<file path="src/rtl/core/tls_pkg.sv">
// ----------------------------------------------------------------------------
// tls_pkg
// Types and constants shared by the two-group traffic light sequencer.
// ----------------------------------------------------------------------------
`default_nettype none

package tls_pkg;

  localparam int unsigned CfgIdxW  = 3;
  localparam int unsigned CfgDataW = 16;

  // The quotient of a 31-bit word by 5000 is (x * GreenRecip) >> GreenShift.
  localparam logic [31:0] GreenRecip   = 32'd3518437209;
  localparam int unsigned GreenShift   = 44;
  localparam logic [12:0] GreenSpan    = 13'd5000;
  localparam logic [13:0] GreenBase    = 14'd5000;
  localparam logic [9:0]  UsPerMs      = 10'd1000;
  localparam logic [25:0] TimerSlackUs = 26'd100000;

  typedef enum logic [CfgIdxW-1:0] {
    CFG_BLINK_MODE        = 3'd0,
    CFG_START_HOLD_MS     = 3'd1,
    CFG_RED_YELLOW_MS     = 3'd2,
    CFG_YELLOW_MS         = 3'd3,
    CFG_RED_MS            = 3'd4,
    CFG_BLINK_HALF_MS     = 3'd5,
    CFG_FIRST_GROUP_ADDR  = 3'd6,
    CFG_SECOND_GROUP_ADDR = 3'd7
  } cfg_idx_t;

  typedef enum logic [2:0] {
    SCN_OFF    = 3'd0,
    SCN_RED    = 3'd1,
    SCN_REDYEL = 3'd2,
    SCN_GREEN  = 3'd3,
    SCN_YELLOW = 3'd4
  } scene_t;

  typedef enum logic [3:0] {
    PH_START     = 4'd0,
    PH_G1_REDYEL = 4'd1,
    PH_G1_GREEN  = 4'd2,
    PH_G1_YELLOW = 4'd3,
    PH_G1_RED    = 4'd4,
    PH_G2_REDYEL = 4'd5,
    PH_G2_GREEN  = 4'd6,
    PH_G2_YELLOW = 4'd7,
    PH_G2_RED    = 4'd8
  } phase_t;

  typedef enum logic {
    REQ_STEP  = 1'b0,
    REQ_RESET = 1'b1
  } req_t;

  typedef struct packed {
    logic        blink_mode;
    logic [15:0] start_hold_ms;
    logic [15:0] red_yellow_ms;
    logic [15:0] yellow_ms;
    logic [15:0] red_ms;
    logic [15:0] blink_half_ms;
    logic [15:0] first_group_addr;
    logic [15:0] second_group_addr;
  } cfg_t;

  // One scheduled command before its delay arithmetic is done.
  typedef struct packed {
    logic        is_broadcast;
    logic [15:0] target_group;
    scene_t      scene_code;
    logic        use_green;
    logic [15:0] dwell_ms;
    logic [46:0] now_ms;
    logic [30:0] rand_word;
  } cmd_req_t;

endpackage

`default_nettype wire

</file>
<file path="src/rtl/core/tls_step_if.sv">
// ----------------------------------------------------------------------------
// tls_step_if
// Step request channel: request type, current time and random word.
// ----------------------------------------------------------------------------
`default_nettype none

interface tls_step_if;
  logic        valid;
  logic        ready;
  logic        req_type;
  logic [46:0] now_ms;
  logic [30:0] rand_word;

  modport source (output valid, output req_type, output now_ms, output rand_word,
                  input ready);
  modport sink (input valid, input req_type, input now_ms, input rand_word,
                output ready);
endinterface

`default_nettype wire

</file>
<file path="src/rtl/core/tls_cmd_if.sv">
// ----------------------------------------------------------------------------
// tls_cmd_if
// Scene command channel toward the light groups.
// ----------------------------------------------------------------------------
`default_nettype none

interface tls_cmd_if;
  logic        valid;
  logic        ready;
  logic        is_broadcast;
  logic [15:0] target_group;
  logic [2:0]  scene_code;
  logic [47:0] due_ms;
  logic [25:0] timer_delay_us;

  modport source (output valid, output is_broadcast, output target_group,
                  output scene_code, output due_ms, output timer_delay_us,
                  input ready);
  modport sink (input valid, input is_broadcast, input target_group,
                input scene_code, input due_ms, input timer_delay_us,
                output ready);
endinterface

`default_nettype wire

</file>
<file path="src/rtl/core/tls_cfg_regs.sv">
// ----------------------------------------------------------------------------
// tls_cfg_regs
// Configuration register file with its reset values.
// ----------------------------------------------------------------------------
`default_nettype none

module tls_cfg_regs (
  input  wire                           clk,
  input  wire                           rst,
  input  wire                           cfg_we,
  input  wire [tls_pkg::CfgIdxW-1:0]    cfg_index,
  input  wire [tls_pkg::CfgDataW-1:0]   cfg_wdata,
  output tls_pkg::cfg_t                 cfg
);

  tls_pkg::cfg_idx_t idx;

  assign idx = tls_pkg::cfg_idx_t'(cfg_index);

  always_ff @(posedge clk) begin
    if (rst) begin
      cfg.blink_mode        <= 1'b0;
      cfg.start_hold_ms     <= 16'd1000;
      cfg.red_yellow_ms     <= 16'd2000;
      cfg.yellow_ms         <= 16'd3000;
      cfg.red_ms            <= 16'd2000;
      cfg.blink_half_ms     <= 16'd1000;
      cfg.first_group_addr  <= 16'd49152;
      cfg.second_group_addr <= 16'd49153;
    end else if (cfg_we) begin
      unique case (idx)
        tls_pkg::CFG_BLINK_MODE:        cfg.blink_mode        <= cfg_wdata[0];
        tls_pkg::CFG_START_HOLD_MS:     cfg.start_hold_ms     <= cfg_wdata;
        tls_pkg::CFG_RED_YELLOW_MS:     cfg.red_yellow_ms     <= cfg_wdata;
        tls_pkg::CFG_YELLOW_MS:         cfg.yellow_ms         <= cfg_wdata;
        tls_pkg::CFG_RED_MS:            cfg.red_ms            <= cfg_wdata;
        tls_pkg::CFG_BLINK_HALF_MS:     cfg.blink_half_ms     <= cfg_wdata;
        tls_pkg::CFG_FIRST_GROUP_ADDR:  cfg.first_group_addr  <= cfg_wdata;
        tls_pkg::CFG_SECOND_GROUP_ADDR: cfg.second_group_addr <= cfg_wdata;
        default: ;
      endcase
    end
  end

endmodule

`default_nettype wire

</file>
<file path="src/rtl/core/tls_sched.sv">
// ----------------------------------------------------------------------------
// tls_sched
// Phase state machine; registers the scene decision for each step beat.
// ----------------------------------------------------------------------------
`default_nettype none

module tls_sched (
  input  wire               clk,
  input  wire               rst,
  input  tls_pkg::cfg_t     cfg,
  tls_step_if.sink          step,
  output logic              dec_valid,
  input  wire               dec_ready,
  output tls_pkg::cmd_req_t dec
);

  tls_pkg::phase_t   phase;
  tls_pkg::phase_t   phase_next;
  tls_pkg::phase_t   phase_step;
  tls_pkg::cmd_req_t dec_next;
  logic              acc;
  logic              is_reset_req;

  assign step.ready   = !dec_valid || dec_ready;
  assign acc          = step.valid && step.ready;
  assign is_reset_req = (tls_pkg::req_t'(step.req_type) == tls_pkg::REQ_RESET);

  always_comb begin
    dec_next              = '0;
    dec_next.now_ms       = step.now_ms;
    dec_next.rand_word    = step.rand_word;
    dec_next.is_broadcast = 1'b0;
    dec_next.use_green    = 1'b0;
    phase_step            = tls_pkg::PH_START;
    if (cfg.blink_mode) begin
      dec_next.is_broadcast = 1'b1;
      dec_next.dwell_ms     = cfg.blink_half_ms;
      if (phase == tls_pkg::PH_START) begin
        phase_step          = tls_pkg::PH_G1_REDYEL;
        dec_next.scene_code = tls_pkg::SCN_OFF;
      end else begin
        phase_step          = tls_pkg::PH_START;
        dec_next.scene_code = tls_pkg::SCN_YELLOW;
      end
    end else begin
      unique case (phase)
        tls_pkg::PH_G1_REDYEL: begin
          phase_step            = tls_pkg::PH_G1_GREEN;
          dec_next.target_group = cfg.first_group_addr;
          dec_next.scene_code   = tls_pkg::SCN_REDYEL;
          dec_next.dwell_ms     = cfg.red_yellow_ms;
        end
        tls_pkg::PH_G1_GREEN: begin
          phase_step            = tls_pkg::PH_G1_YELLOW;
          dec_next.target_group = cfg.first_group_addr;
          dec_next.scene_code   = tls_pkg::SCN_GREEN;
          dec_next.use_green    = 1'b1;
        end
        tls_pkg::PH_G1_YELLOW: begin
          phase_step            = tls_pkg::PH_G1_RED;
          dec_next.target_group = cfg.first_group_addr;
          dec_next.scene_code   = tls_pkg::SCN_YELLOW;
          dec_next.dwell_ms     = cfg.yellow_ms;
        end
        tls_pkg::PH_G1_RED: begin
          phase_step            = tls_pkg::PH_G2_REDYEL;
          dec_next.target_group = cfg.first_group_addr;
          dec_next.scene_code   = tls_pkg::SCN_RED;
          dec_next.dwell_ms     = cfg.red_ms;
        end
        tls_pkg::PH_G2_REDYEL: begin
          phase_step            = tls_pkg::PH_G2_GREEN;
          dec_next.target_group = cfg.second_group_addr;
          dec_next.scene_code   = tls_pkg::SCN_REDYEL;
          dec_next.dwell_ms     = cfg.red_yellow_ms;
        end
        tls_pkg::PH_G2_GREEN: begin
          phase_step            = tls_pkg::PH_G2_YELLOW;
          dec_next.target_group = cfg.second_group_addr;
          dec_next.scene_code   = tls_pkg::SCN_GREEN;
          dec_next.use_green    = 1'b1;
        end
        tls_pkg::PH_G2_YELLOW: begin
          phase_step            = tls_pkg::PH_G2_RED;
          dec_next.target_group = cfg.second_group_addr;
          dec_next.scene_code   = tls_pkg::SCN_YELLOW;
          dec_next.dwell_ms     = cfg.yellow_ms;
        end
        tls_pkg::PH_G2_RED: begin
          phase_step            = tls_pkg::PH_G1_REDYEL;
          dec_next.target_group = cfg.second_group_addr;
          dec_next.scene_code   = tls_pkg::SCN_RED;
          dec_next.dwell_ms     = cfg.red_ms;
        end
        default: begin
          phase_step            = tls_pkg::PH_G1_REDYEL;
          dec_next.is_broadcast = 1'b1;
          dec_next.scene_code   = tls_pkg::SCN_RED;
          dec_next.dwell_ms     = cfg.start_hold_ms;
        end
      endcase
    end

    phase_next = phase;
    if (acc) begin
      phase_next = is_reset_req ? tls_pkg::PH_START : phase_step;
    end
  end

  always_ff @(posedge clk) begin
    if (rst) begin
      phase <= tls_pkg::PH_START;
    end else begin
      phase <= phase_next;
    end
  end

  always_ff @(posedge clk) begin
    if (rst) begin
      dec_valid <= 1'b0;
    end else if (step.ready) begin
      dec_valid <= acc && !is_reset_req;
    end
  end

  always_ff @(posedge clk) begin
    if (step.ready) begin
      dec <= dec_next;
    end
  end

  a_reset_req_clears_phase: assert property (@(posedge clk) disable iff (rst)
    acc && is_reset_req |=> phase == tls_pkg::PH_START)
    else $error("phase not cleared by a reset-phase beat");

  a_blink_toggles: assert property (@(posedge clk) disable iff (rst)
    acc && !is_reset_req && cfg.blink_mode && phase == tls_pkg::PH_START
      |=> phase == tls_pkg::PH_G1_REDYEL)
    else $error("blink mode did not leave the start phase");

  a_reset_req_no_beat: assert property (@(posedge clk) disable iff (rst)
    acc && is_reset_req |=> !dec_valid)
    else $error("reset-phase beat produced a command");

endmodule

`default_nettype wire

</file>
<file path="src/rtl/core/tls_cmd_pipe.sv">
// ----------------------------------------------------------------------------
// tls_cmd_pipe
// Green duration, execute time and timer delay, in three elastic stages.
// ----------------------------------------------------------------------------
`default_nettype none

module tls_cmd_pipe (
  input  wire               clk,
  input  wire               rst,
  input  wire               dec_valid,
  output logic              dec_ready,
  input  tls_pkg::cmd_req_t dec,
  tls_cmd_if.source         cmd
);

  localparam int unsigned QW = 63 - tls_pkg::GreenShift;

  logic              vb;
  logic              vc;
  logic              b_ready;
  logic              c_ready;
  logic              out_ready;
  tls_pkg::cmd_req_t b_req;
  logic [QW-1:0]     b_quot;
  tls_pkg::cmd_req_t c_req;
  logic [15:0]       c_delay;
  logic [62:0]       prod;
  logic [31:0]       quot_x;
  logic [30:0]       rem_full;
  logic [12:0]       rem;
  logic [13:0]       green;

  assign out_ready = !cmd.valid || cmd.ready;
  assign c_ready   = !vc || out_ready;
  assign b_ready   = !vb || c_ready;
  assign dec_ready = b_ready;

  assign prod     = 63'(dec.rand_word) * 63'(tls_pkg::GreenRecip);
  assign quot_x   = 32'(b_quot) * 32'(tls_pkg::GreenSpan);
  assign rem_full = b_req.rand_word - quot_x[30:0];
  assign rem      = rem_full[12:0];
  assign green    = 14'(rem) + tls_pkg::GreenBase;

  always_ff @(posedge clk) begin
    if (rst) begin
      vb        <= 1'b0;
      vc        <= 1'b0;
      cmd.valid <= 1'b0;
    end else begin
      if (b_ready) begin
        vb <= dec_valid;
      end
      if (c_ready) begin
        vc <= vb;
      end
      if (out_ready) begin
        cmd.valid <= vc;
      end
    end
  end

  always_ff @(posedge clk) begin
    if (b_ready) begin
      b_req  <= dec;
      b_quot <= prod[62:tls_pkg::GreenShift];
    end
    if (c_ready) begin
      c_req   <= b_req;
      c_delay <= b_req.use_green ? 16'(green) : b_req.dwell_ms;
    end
    if (out_ready) begin
      cmd.is_broadcast   <= c_req.is_broadcast;
      cmd.target_group   <= c_req.target_group;
      cmd.scene_code     <= c_req.scene_code;
      cmd.due_ms         <= 48'(c_req.now_ms) + 48'(c_delay);
      cmd.timer_delay_us <= 26'(c_delay) * 26'(tls_pkg::UsPerMs) + tls_pkg::TimerSlackUs;
    end
  end

  a_remainder_in_span: assert property (@(posedge clk) disable iff (rst)
    vb |-> rem_full < 31'(tls_pkg::GreenSpan))
    else $error("green remainder out of span");

  a_broadcast_no_group: assert property (@(posedge clk) disable iff (rst)
    cmd.valid && cmd.is_broadcast |-> cmd.target_group == 16'd0)
    else $error("broadcast command carries a group address");

  a_timer_has_slack: assert property (@(posedge clk) disable iff (rst)
    cmd.valid |-> cmd.timer_delay_us >= tls_pkg::TimerSlackUs)
    else $error("timer delay below slack");

endmodule

`default_nettype wire

</file>
<file path="src/rtl/core/two_group_traffic_light_sequencer.sv">
// ----------------------------------------------------------------------------
// two_group_traffic_light_sequencer
// Steps the light phase and emits one timed scene command per step beat.
// ----------------------------------------------------------------------------
//  Channel  Dir  Beat contents
//  step     in   req_type, now_ms, rand_word
//  cmd      out  is_broadcast, target_group, scene_code, due_ms,
//                timer_delay_us
//  cfg      in   cfg_we, cfg_index, cfg_wdata (write only)
//
//  One step beat is taken every cycle while the cmd channel does not stall; its
//  command passes through the decision, quotient, delay and output registers.
//  A reset-phase beat clears the phase and produces no command.
//  Reset returns the phase to zero, clears the valid flags and loads the config defaults.
//  A stalled cmd channel fills all four registers before step.ready drops.
// ----------------------------------------------------------------------------
`default_nettype none

module two_group_traffic_light_sequencer (
  input  wire                         clk,
  input  wire                         rst,
  input  wire                         cfg_we,
  input  wire [tls_pkg::CfgIdxW-1:0]  cfg_index,
  input  wire [tls_pkg::CfgDataW-1:0] cfg_wdata,
  tls_step_if.sink                    step,
  tls_cmd_if.source                   cmd
);

  tls_pkg::cfg_t     cfg;
  tls_pkg::cmd_req_t dec;
  logic              dec_valid;
  logic              dec_ready;

  tls_cfg_regs u_cfg (
    .clk       (clk),
    .rst       (rst),
    .cfg_we    (cfg_we),
    .cfg_index (cfg_index),
    .cfg_wdata (cfg_wdata),
    .cfg       (cfg)
  );

  tls_sched u_sched (
    .clk       (clk),
    .rst       (rst),
    .cfg       (cfg),
    .step      (step),
    .dec_valid (dec_valid),
    .dec_ready (dec_ready),
    .dec       (dec)
  );

  tls_cmd_pipe u_pipe (
    .clk       (clk),
    .rst       (rst),
    .dec_valid (dec_valid),
    .dec_ready (dec_ready),
    .dec       (dec),
    .cmd       (cmd)
  );

endmodule

`default_nettype wire

</file>
<file path="src/flat_wrapper.sv">
// flat-port wrapper written by rule: the top's interface ports become plain ports
module two_group_traffic_light_sequencer_flat 
  (clk, rst, cfg_we, cfg_index, cfg_wdata, step_valid, step_req_type, step_now_ms, step_rand_word, step_ready, cmd_valid, cmd_is_broadcast, cmd_target_group, cmd_scene_code, cmd_due_ms, cmd_timer_delay_us, cmd_ready);
  tls_step_if step_i ();
  tls_cmd_if cmd_i ();
  input  wire clk;
  input  wire rst;
  input  wire cfg_we;
  input  wire [tls_pkg::CfgIdxW-1:0] cfg_index;
  input  wire [tls_pkg::CfgDataW-1:0] cfg_wdata;
  input wire logic [$bits(step_i.valid)-1:0] step_valid;
  input wire logic [$bits(step_i.req_type)-1:0] step_req_type;
  input wire logic [$bits(step_i.now_ms)-1:0] step_now_ms;
  input wire logic [$bits(step_i.rand_word)-1:0] step_rand_word;
  output wire logic [$bits(step_i.ready)-1:0] step_ready;
  output wire logic [$bits(cmd_i.valid)-1:0] cmd_valid;
  output wire logic [$bits(cmd_i.is_broadcast)-1:0] cmd_is_broadcast;
  output wire logic [$bits(cmd_i.target_group)-1:0] cmd_target_group;
  output wire logic [$bits(cmd_i.scene_code)-1:0] cmd_scene_code;
  output wire logic [$bits(cmd_i.due_ms)-1:0] cmd_due_ms;
  output wire logic [$bits(cmd_i.timer_delay_us)-1:0] cmd_timer_delay_us;
  input wire logic [$bits(cmd_i.ready)-1:0] cmd_ready;
  assign step_i.valid = step_valid;
  assign step_i.req_type = step_req_type;
  assign step_i.now_ms = step_now_ms;
  assign step_i.rand_word = step_rand_word;
  assign step_ready = step_i.ready;
  assign cmd_valid = cmd_i.valid;
  assign cmd_is_broadcast = cmd_i.is_broadcast;
  assign cmd_target_group = cmd_i.target_group;
  assign cmd_scene_code = cmd_i.scene_code;
  assign cmd_due_ms = cmd_i.due_ms;
  assign cmd_timer_delay_us = cmd_i.timer_delay_us;
  assign cmd_i.ready = cmd_ready;
  two_group_traffic_light_sequencer u_core (.clk(clk), .rst(rst), .cfg_we(cfg_we), .cfg_index(cfg_index), .cfg_wdata(cfg_wdata), .step(step_i), .cmd(cmd_i));
endmodule
</file>
<file path="config.mk">
export PLATFORM = sky130hd
export DESIGN_NAME = two_group_traffic_light_sequencer_flat
export DESIGN_NICKNAME = d
export VERILOG_FILES = /design/src/rtl/core/tls_pkg.sv /design/src/rtl/core/tls_step_if.sv /design/src/rtl/core/tls_cmd_if.sv /design/src/rtl/core/tls_cfg_regs.sv /design/src/rtl/core/tls_sched.sv /design/src/rtl/core/tls_cmd_pipe.sv /design/src/rtl/core/two_group_traffic_light_sequencer.sv /design/src/flat_wrapper.sv
export SDC_FILE = /design/constraint.sdc
export NUM_CORES = 2
export LEC_CHECK = 0
export ABC_AREA = 1
export BUFFER_PORTS_ARGS = -buffer_cell sky130_fd_sc_hd__buf_2
export CAP_MARGIN = 0
export CORE_UTILIZATION = 63
export DETAILED_ROUTE_END_ITERATION = 8
export PLACE_DENSITY = 0.88
export SLEW_MARGIN = 20
export SYNTH_ARGS = -nofsm -noshare
export SYNTH_HDL_FRONTEND = slang
export SYNTH_SLANG_ARGS = --single-unit
</file>
<file path="constraint.sdc">
create_clock -name clk -period 16.3 [get_ports clk]
set_input_delay 2.445 -clock clk [delete_from_list [all_inputs] [get_ports clk]]
set_output_delay 2.445 -clock clk [all_outputs]
set_load 0.01 [all_outputs]
</file>
## After elaboration in Yosys (flattened, before gate mapping)

Index checks and enable logic that the tools add are counted.

- Output and inout port bits: 96
- Bits of input ports: 103
- Register bits after elaboration: 529
- Logic and storage cells: 102

- $mul: 3
- Mux-type cells: 13
- Add/subtract/negate cells: 4
- Equality and inequality tests: 15
- Reduce and logical (&&, ||, !) cells: 28

Operators by type and width:

| cell | count |
|---|---|
| $pmux W16 S4 | 1 |
| $mul A31 B32 Y63 const B | 1 |
| $add A47 B16 Y48 | 1 |
| $pmux W16 S2 | 1 |
| $pmux W4 S7 | 1 |
| $add A26 B17 Y26 const B | 1 |
| $mul A16 B7 Y23 const B | 1 |
| $mul A19 B10 Y10 const B | 1 |
| $eq A4 B3 Y1 const B | 4 |
| $mux W16 | 1 |
| $reduce_and A2 Y1 | 8 |
| $add A13 B13 Y14 const B | 1 |
| $mux W14 | 1 |
| $sub A13 B13 Y13 | 1 |
| $eq A3 B3 Y1 const B | 4 |
| $pmux W3 S3 | 1 |
| $eq A4 B2 Y1 const B | 2 |
| $mux W4 | 2 |
| $reduce_or A2 Y1 | 4 |
| $reduce_or A4 Y1 | 2 |
| $reduce_or A8 Y1 | 1 |
| $eq A3 B2 Y1 const B | 2 |
| $mux W3 | 2 |
| $logic_not A1 Y1 | 5 |
| other kinds (8) | 14 |

## Depth between registers and ports, before layout

- Depth after elaboration: 7
- Gate-level depth with buffers: 30
- Depth with buffers taken out: 30

## Cells and area by module

From an unflattened synthesis, not the netlist that was laid out.

- Cells, all modules: 3,943
- Area total of the unflattened synthesis: 40,117.2 um2

Modules (own cells, without submodules):

| module | cells an instance | sequential area each (um2) | instances | area an instance (um2) |
|---|---|---|---|---|
| tls_cmd_pipe | 2,954 | 8,498.2 | 1 | 31,002.2 |
| tls_sched | 381 | 3,553.4 | 1 | 4,719.5 |
| tls_cfg_regs | 608 | 2,262.2 | 1 | 4,395.5 |

## Worst setup path before layout

OpenSTA, ideal clock, no wires.

- Path kind: input-to-output
- From: in cmd_ready
- To: out step_ready
- Arrival time: 10.834 ns
- Buffers on the path: 0
- Stages on the path: 8
- Required time: 13.855 ns
- Setup slack: 3.021 ns
- Cell sequence: nor2_1 inv_1 nor2_1 inv_1 nor2_1 inv_1 nor2_1 inv_1

- Longest elaborated chain between the ends: 4

RTL lines:

| item | line | RTL |
|---|---|---|
| start, declared | flat_wrapper.sv:22 | `input wire logic [$bits(cmd_i.ready)-1:0] cmd_ready;` |
| $logic_or A1 B1 Y1 | tls_cmd_pipe.sv:33 | `assign out_ready = !cmd.valid \|\| cmd.ready;` |
| named net u_core.u_pipe.out_ready | tls_cmd_pipe.sv:22 | `logic out_ready;` |
| $logic_or A1 B1 Y1 | tls_cmd_pipe.sv:34 | `assign c_ready = !vc \|\| out_ready;` |
| named net u_core.u_pipe.c_ready | tls_cmd_pipe.sv:21 | `logic c_ready;` |
| $logic_or A1 B1 Y1 | tls_cmd_pipe.sv:35 | `assign b_ready = !vb \|\| c_ready;` |
| named net u_core.dec_ready | two_group_traffic_light_sequencer.sv:32 | `logic dec_ready;` |
| $logic_or A1 B1 Y1 | tls_sched.sv:24 | `assign step.ready = !dec_valid \|\| dec_ready;` |
| end, declared | flat_wrapper.sv:15 | `output wire logic [$bits(step_i.ready)-1:0] step_ready;` |

The timed path passes the listed nets, and every way through them passes these cells.

## Final worst setup path

- From: reg u_core.u_sched.dec[10] (netlist name)
- To: reg u_core.u_pipe.b_quot[4], data pin

- Longest elaborated chain between the ends: 1

RTL lines:

| item | line | RTL |
|---|---|---|
| $mul A31 B32 Y63 | tls_cmd_pipe.sv:38 | `assign prod = 63'(dec.rand_word) * 63'(tls_pkg::GreenRecip);` |
| named net u_core.u_pipe.prod[48] | tls_cmd_pipe.sv:27 | `logic [62:0] prod;` |
| end signal, assigned | tls_cmd_pipe.sv:65 | `b_quot <= prod[62:tls_pkg::GreenShift];` |
| end, declared | tls_cmd_pipe.sv:24 | `logic [QW-1:0] b_quot;` |

The timed path passes the listed nets, and every way through them passes these cells.
A chain may end at the register's enable or synchronous reset.

==> impl_metrics.yaml <==
outcome:
  status: "completed"
synth:
  synth-main-ff-cell: "edfxtp_1"
  ys_seq_area_frac: 0.359
  synth_top_area_frac: 0.298
  synth.distinct_cells: 53
  synth_commonest_cells: "inv_1, nand2_1, fa_1, edfxtp_1, ha_1"
  synth_edf_count: 396
  async_flop_share: 0
  synth_area_leader_cell: "edfxtp_1"
  synthTopCellsByArea: "edfxtp_1, fa_1, ha_1"
  synth_area_um2: 39900
  yosysMostFrequentCell: "inv_1"
  avgSynthCellArea_um2: 10.1
  ys_warn_count: 0
  synth_cells: 3939
  ys_ff_latch: 517
clock_tree:
  cts.repair.resized: 0
  clkSinkCount: 517
  cts_tree: "built"
  clock_path_buffers: 3
  numCtsBuffers: 52
  clkLatencyLatePin_ns: 0.64
  cts.hold.buffers_added: 0
  cts-root-buf: "clkbuf_16"
  cts_setup_buffers: 0
  h-tree-depth: 2
  clkSlewWorstSetupHoldPaths_ns: 0.07
setup_path:
  cp_cell_sequence: "ha_1, xnor2_1, inv_1, ha_1, or2_2, fa_1, inv_1, fa_1, inv_1, fa_1, fa_1, fa_1, inv_1, fa_1, inv_1, ha_1, nand2_1, nor2_1, inv_1, nor4_1, nand4_1, nand4_1, nand2_1"
  reg2reg_depth: 23
  cpMaxStageDelayCell: "edfxtp_1"
  critPathMaxFanout: 9
  slowest_delay_ns: 0.76
  crit_arrival_ns: 8.05
  crit_buf_inv: 6
  crit_type: "reg2reg"
  worstSetupStartpointType: "flop"
  cp_data_required_time_ns: 16.69
  crit_family: "adder cells"
  end_kind: "flop"
  cp.depth: 23
cells_and_area:
  nNetsFinal: 5122
  fillers: 4387
  seq_area_um2: 14300
  post-route-util: 0.701
  drive_gt1_frac: 0.0847
  multi_input_area_um2: 22100
  area_growth_pct: 9.19
timing:
  clock.fmax_mhz: 130
  setup_viol: 0
  finalHoldViolCount: 0
  finalSetupTns_ns: 0
  finalCriticalPeriod_ns: 7.66
  rsz0062_at_grt: "no"
  whs_ns: 0.409
  relSlewSlack: 0.274
  finClkSkew_ns: 0.0366
  drv_slew: 0
  period_share: 0.470
  worstMarginPinSlew_ns: 1.09
floorplanning:
  num_rows: 91
  die-area_um2: 64400
  core_area_um2: 62200
  die_w_um: 254
  ios: 199
  initial_core_util: 0.642
  die_h_um: 254
placed_design:
  port_buffers: 195
  gp_congestion: 1.04
  dp_hpwl_um: 82600
run:
  maxCapViolations: 0
global_routing:
  grt_pass1_vias: 29500
  antenna_found_initial: 6
  grt_first_pass_wirelength_um: 166000
  grt-ovfl-total: 0
  grt_max_degree: 85
  grt.total_usage: 0.344
route:
  highest_layer: "met5"
  num_vias: 28700
  wl_met1_um: 42000
  wl_um: 107000
  drtPass1Iterations: 8
  wl_per_cell_um: 21.3
  routed-wl-met3_um: 11000
  via_per_inst: 5.69
  drc_errors: 0
  drt_iter0_drc: 3322
  ant_nets: 0
  dr_wl_met2_um: 49800
worst_hold_path:
  hold_depth: 0
  worstHoldPathType: "reg2reg"
-- per-stage QoR --
stage	worst slack, ns	cell area [um^2]	instances
after CTS	8.73	43600	5040
after detailed placement	8.76	41900	4942
final	8.64	43600	5044
after floorplan	3.02	39900	3941
after global placement	8.73	41900	4942
after global routing	8.30	43600	5044
-- area by class of cell --
| cell class | instances | share of cell area |
|---|---|---|
| clock inverter | 33 | 0.00738 |
| antenna | 4 | 0.000230 |
| clock buffer | 65 | 0.0317 |
| tap | 837 | 0.0240 |
| inverter | 872 | 0.0753 |
| timing repair buffer | 210 | 0.0251 |
| multi-input combinational | 2506 | 0.508 |
| sequential | 517 | 0.328 |
-- logic make-up (layout without fill, tap and decap cells) --
family / Yosys count / in the layout / share of synthesized area
adder cells (fa/ha/maj): 860 / 860 / 0.357
AND/OR/NAND/NOR: 1195 / 1195 / 0.126
buffers and inverters: 918 / 1180 / 0.0869
XOR/XNOR: 100 / 100 / 0.0221
other: 1 / 7 / 0.0000939
AO/OA/AOI/OAI: 348 / 348 / 0.0492
flip-flops: 517 / 517 / 0.359
-- sequential cells by signal, indices dropped and copies added (netlist names), 10 cells and up --
register                          count
u_core.u_sched.dec                  115
u_core.u_cfg.cfg                    113
u_core.u_pipe.b_req                  97
u_core.u_pipe.c_req                  67
u_core.u_pipe.cmd.due_ms             48
u_core.u_pipe.cmd.timer_delay_us     23
u_core.u_pipe.c_delay                16
u_core.u_pipe.cmd.target_group       16
u_core.u_pipe.b_quot                 10
-- layout by cell type, fill, tap and decap left out, drive strengths merged, types with 36 or more instances in the layout --
master  Yosys  routed
inv       872     876
ha        394     394
buf         7     210
xor2       65      65
dfxtp     121     121
o21ai     161     161
nor3       36      36
a21oi     109     109
fa        466     466
nand3     125     125
nand2     585     585
edfxtp    396     396
nand4      47      47
nor2      377     377
clkbuf     39      65
-- worst paths after layout --
kind                          startpoint                       to  slack [ns]
setup / recovery  u_core.u_sched.dec[10]  u_core.u_pipe.b_quot[4]        8.64
hold reg to reg   u_core.u_sched.dec[62]  u_core.u_pipe.b_req[62]        0.41
setup reg to reg  u_core.u_sched.dec[10]  u_core.u_pipe.b_quot[4]        8.64
hold / removal    u_core.u_sched.dec[62]  u_core.u_pipe.b_req[62]        0.41
-- per-layer routing --
metal,global-route usage,vias up
met5,0,-
met4,0.119,2
li1,-,12900
met2,0.553,1613
met3,0.0773,302
met1,0.462,13900
Power is left out: the tool's default activity adds up to more than one toggle a clock period on the data nets, which glitch-free logic cannot reach.
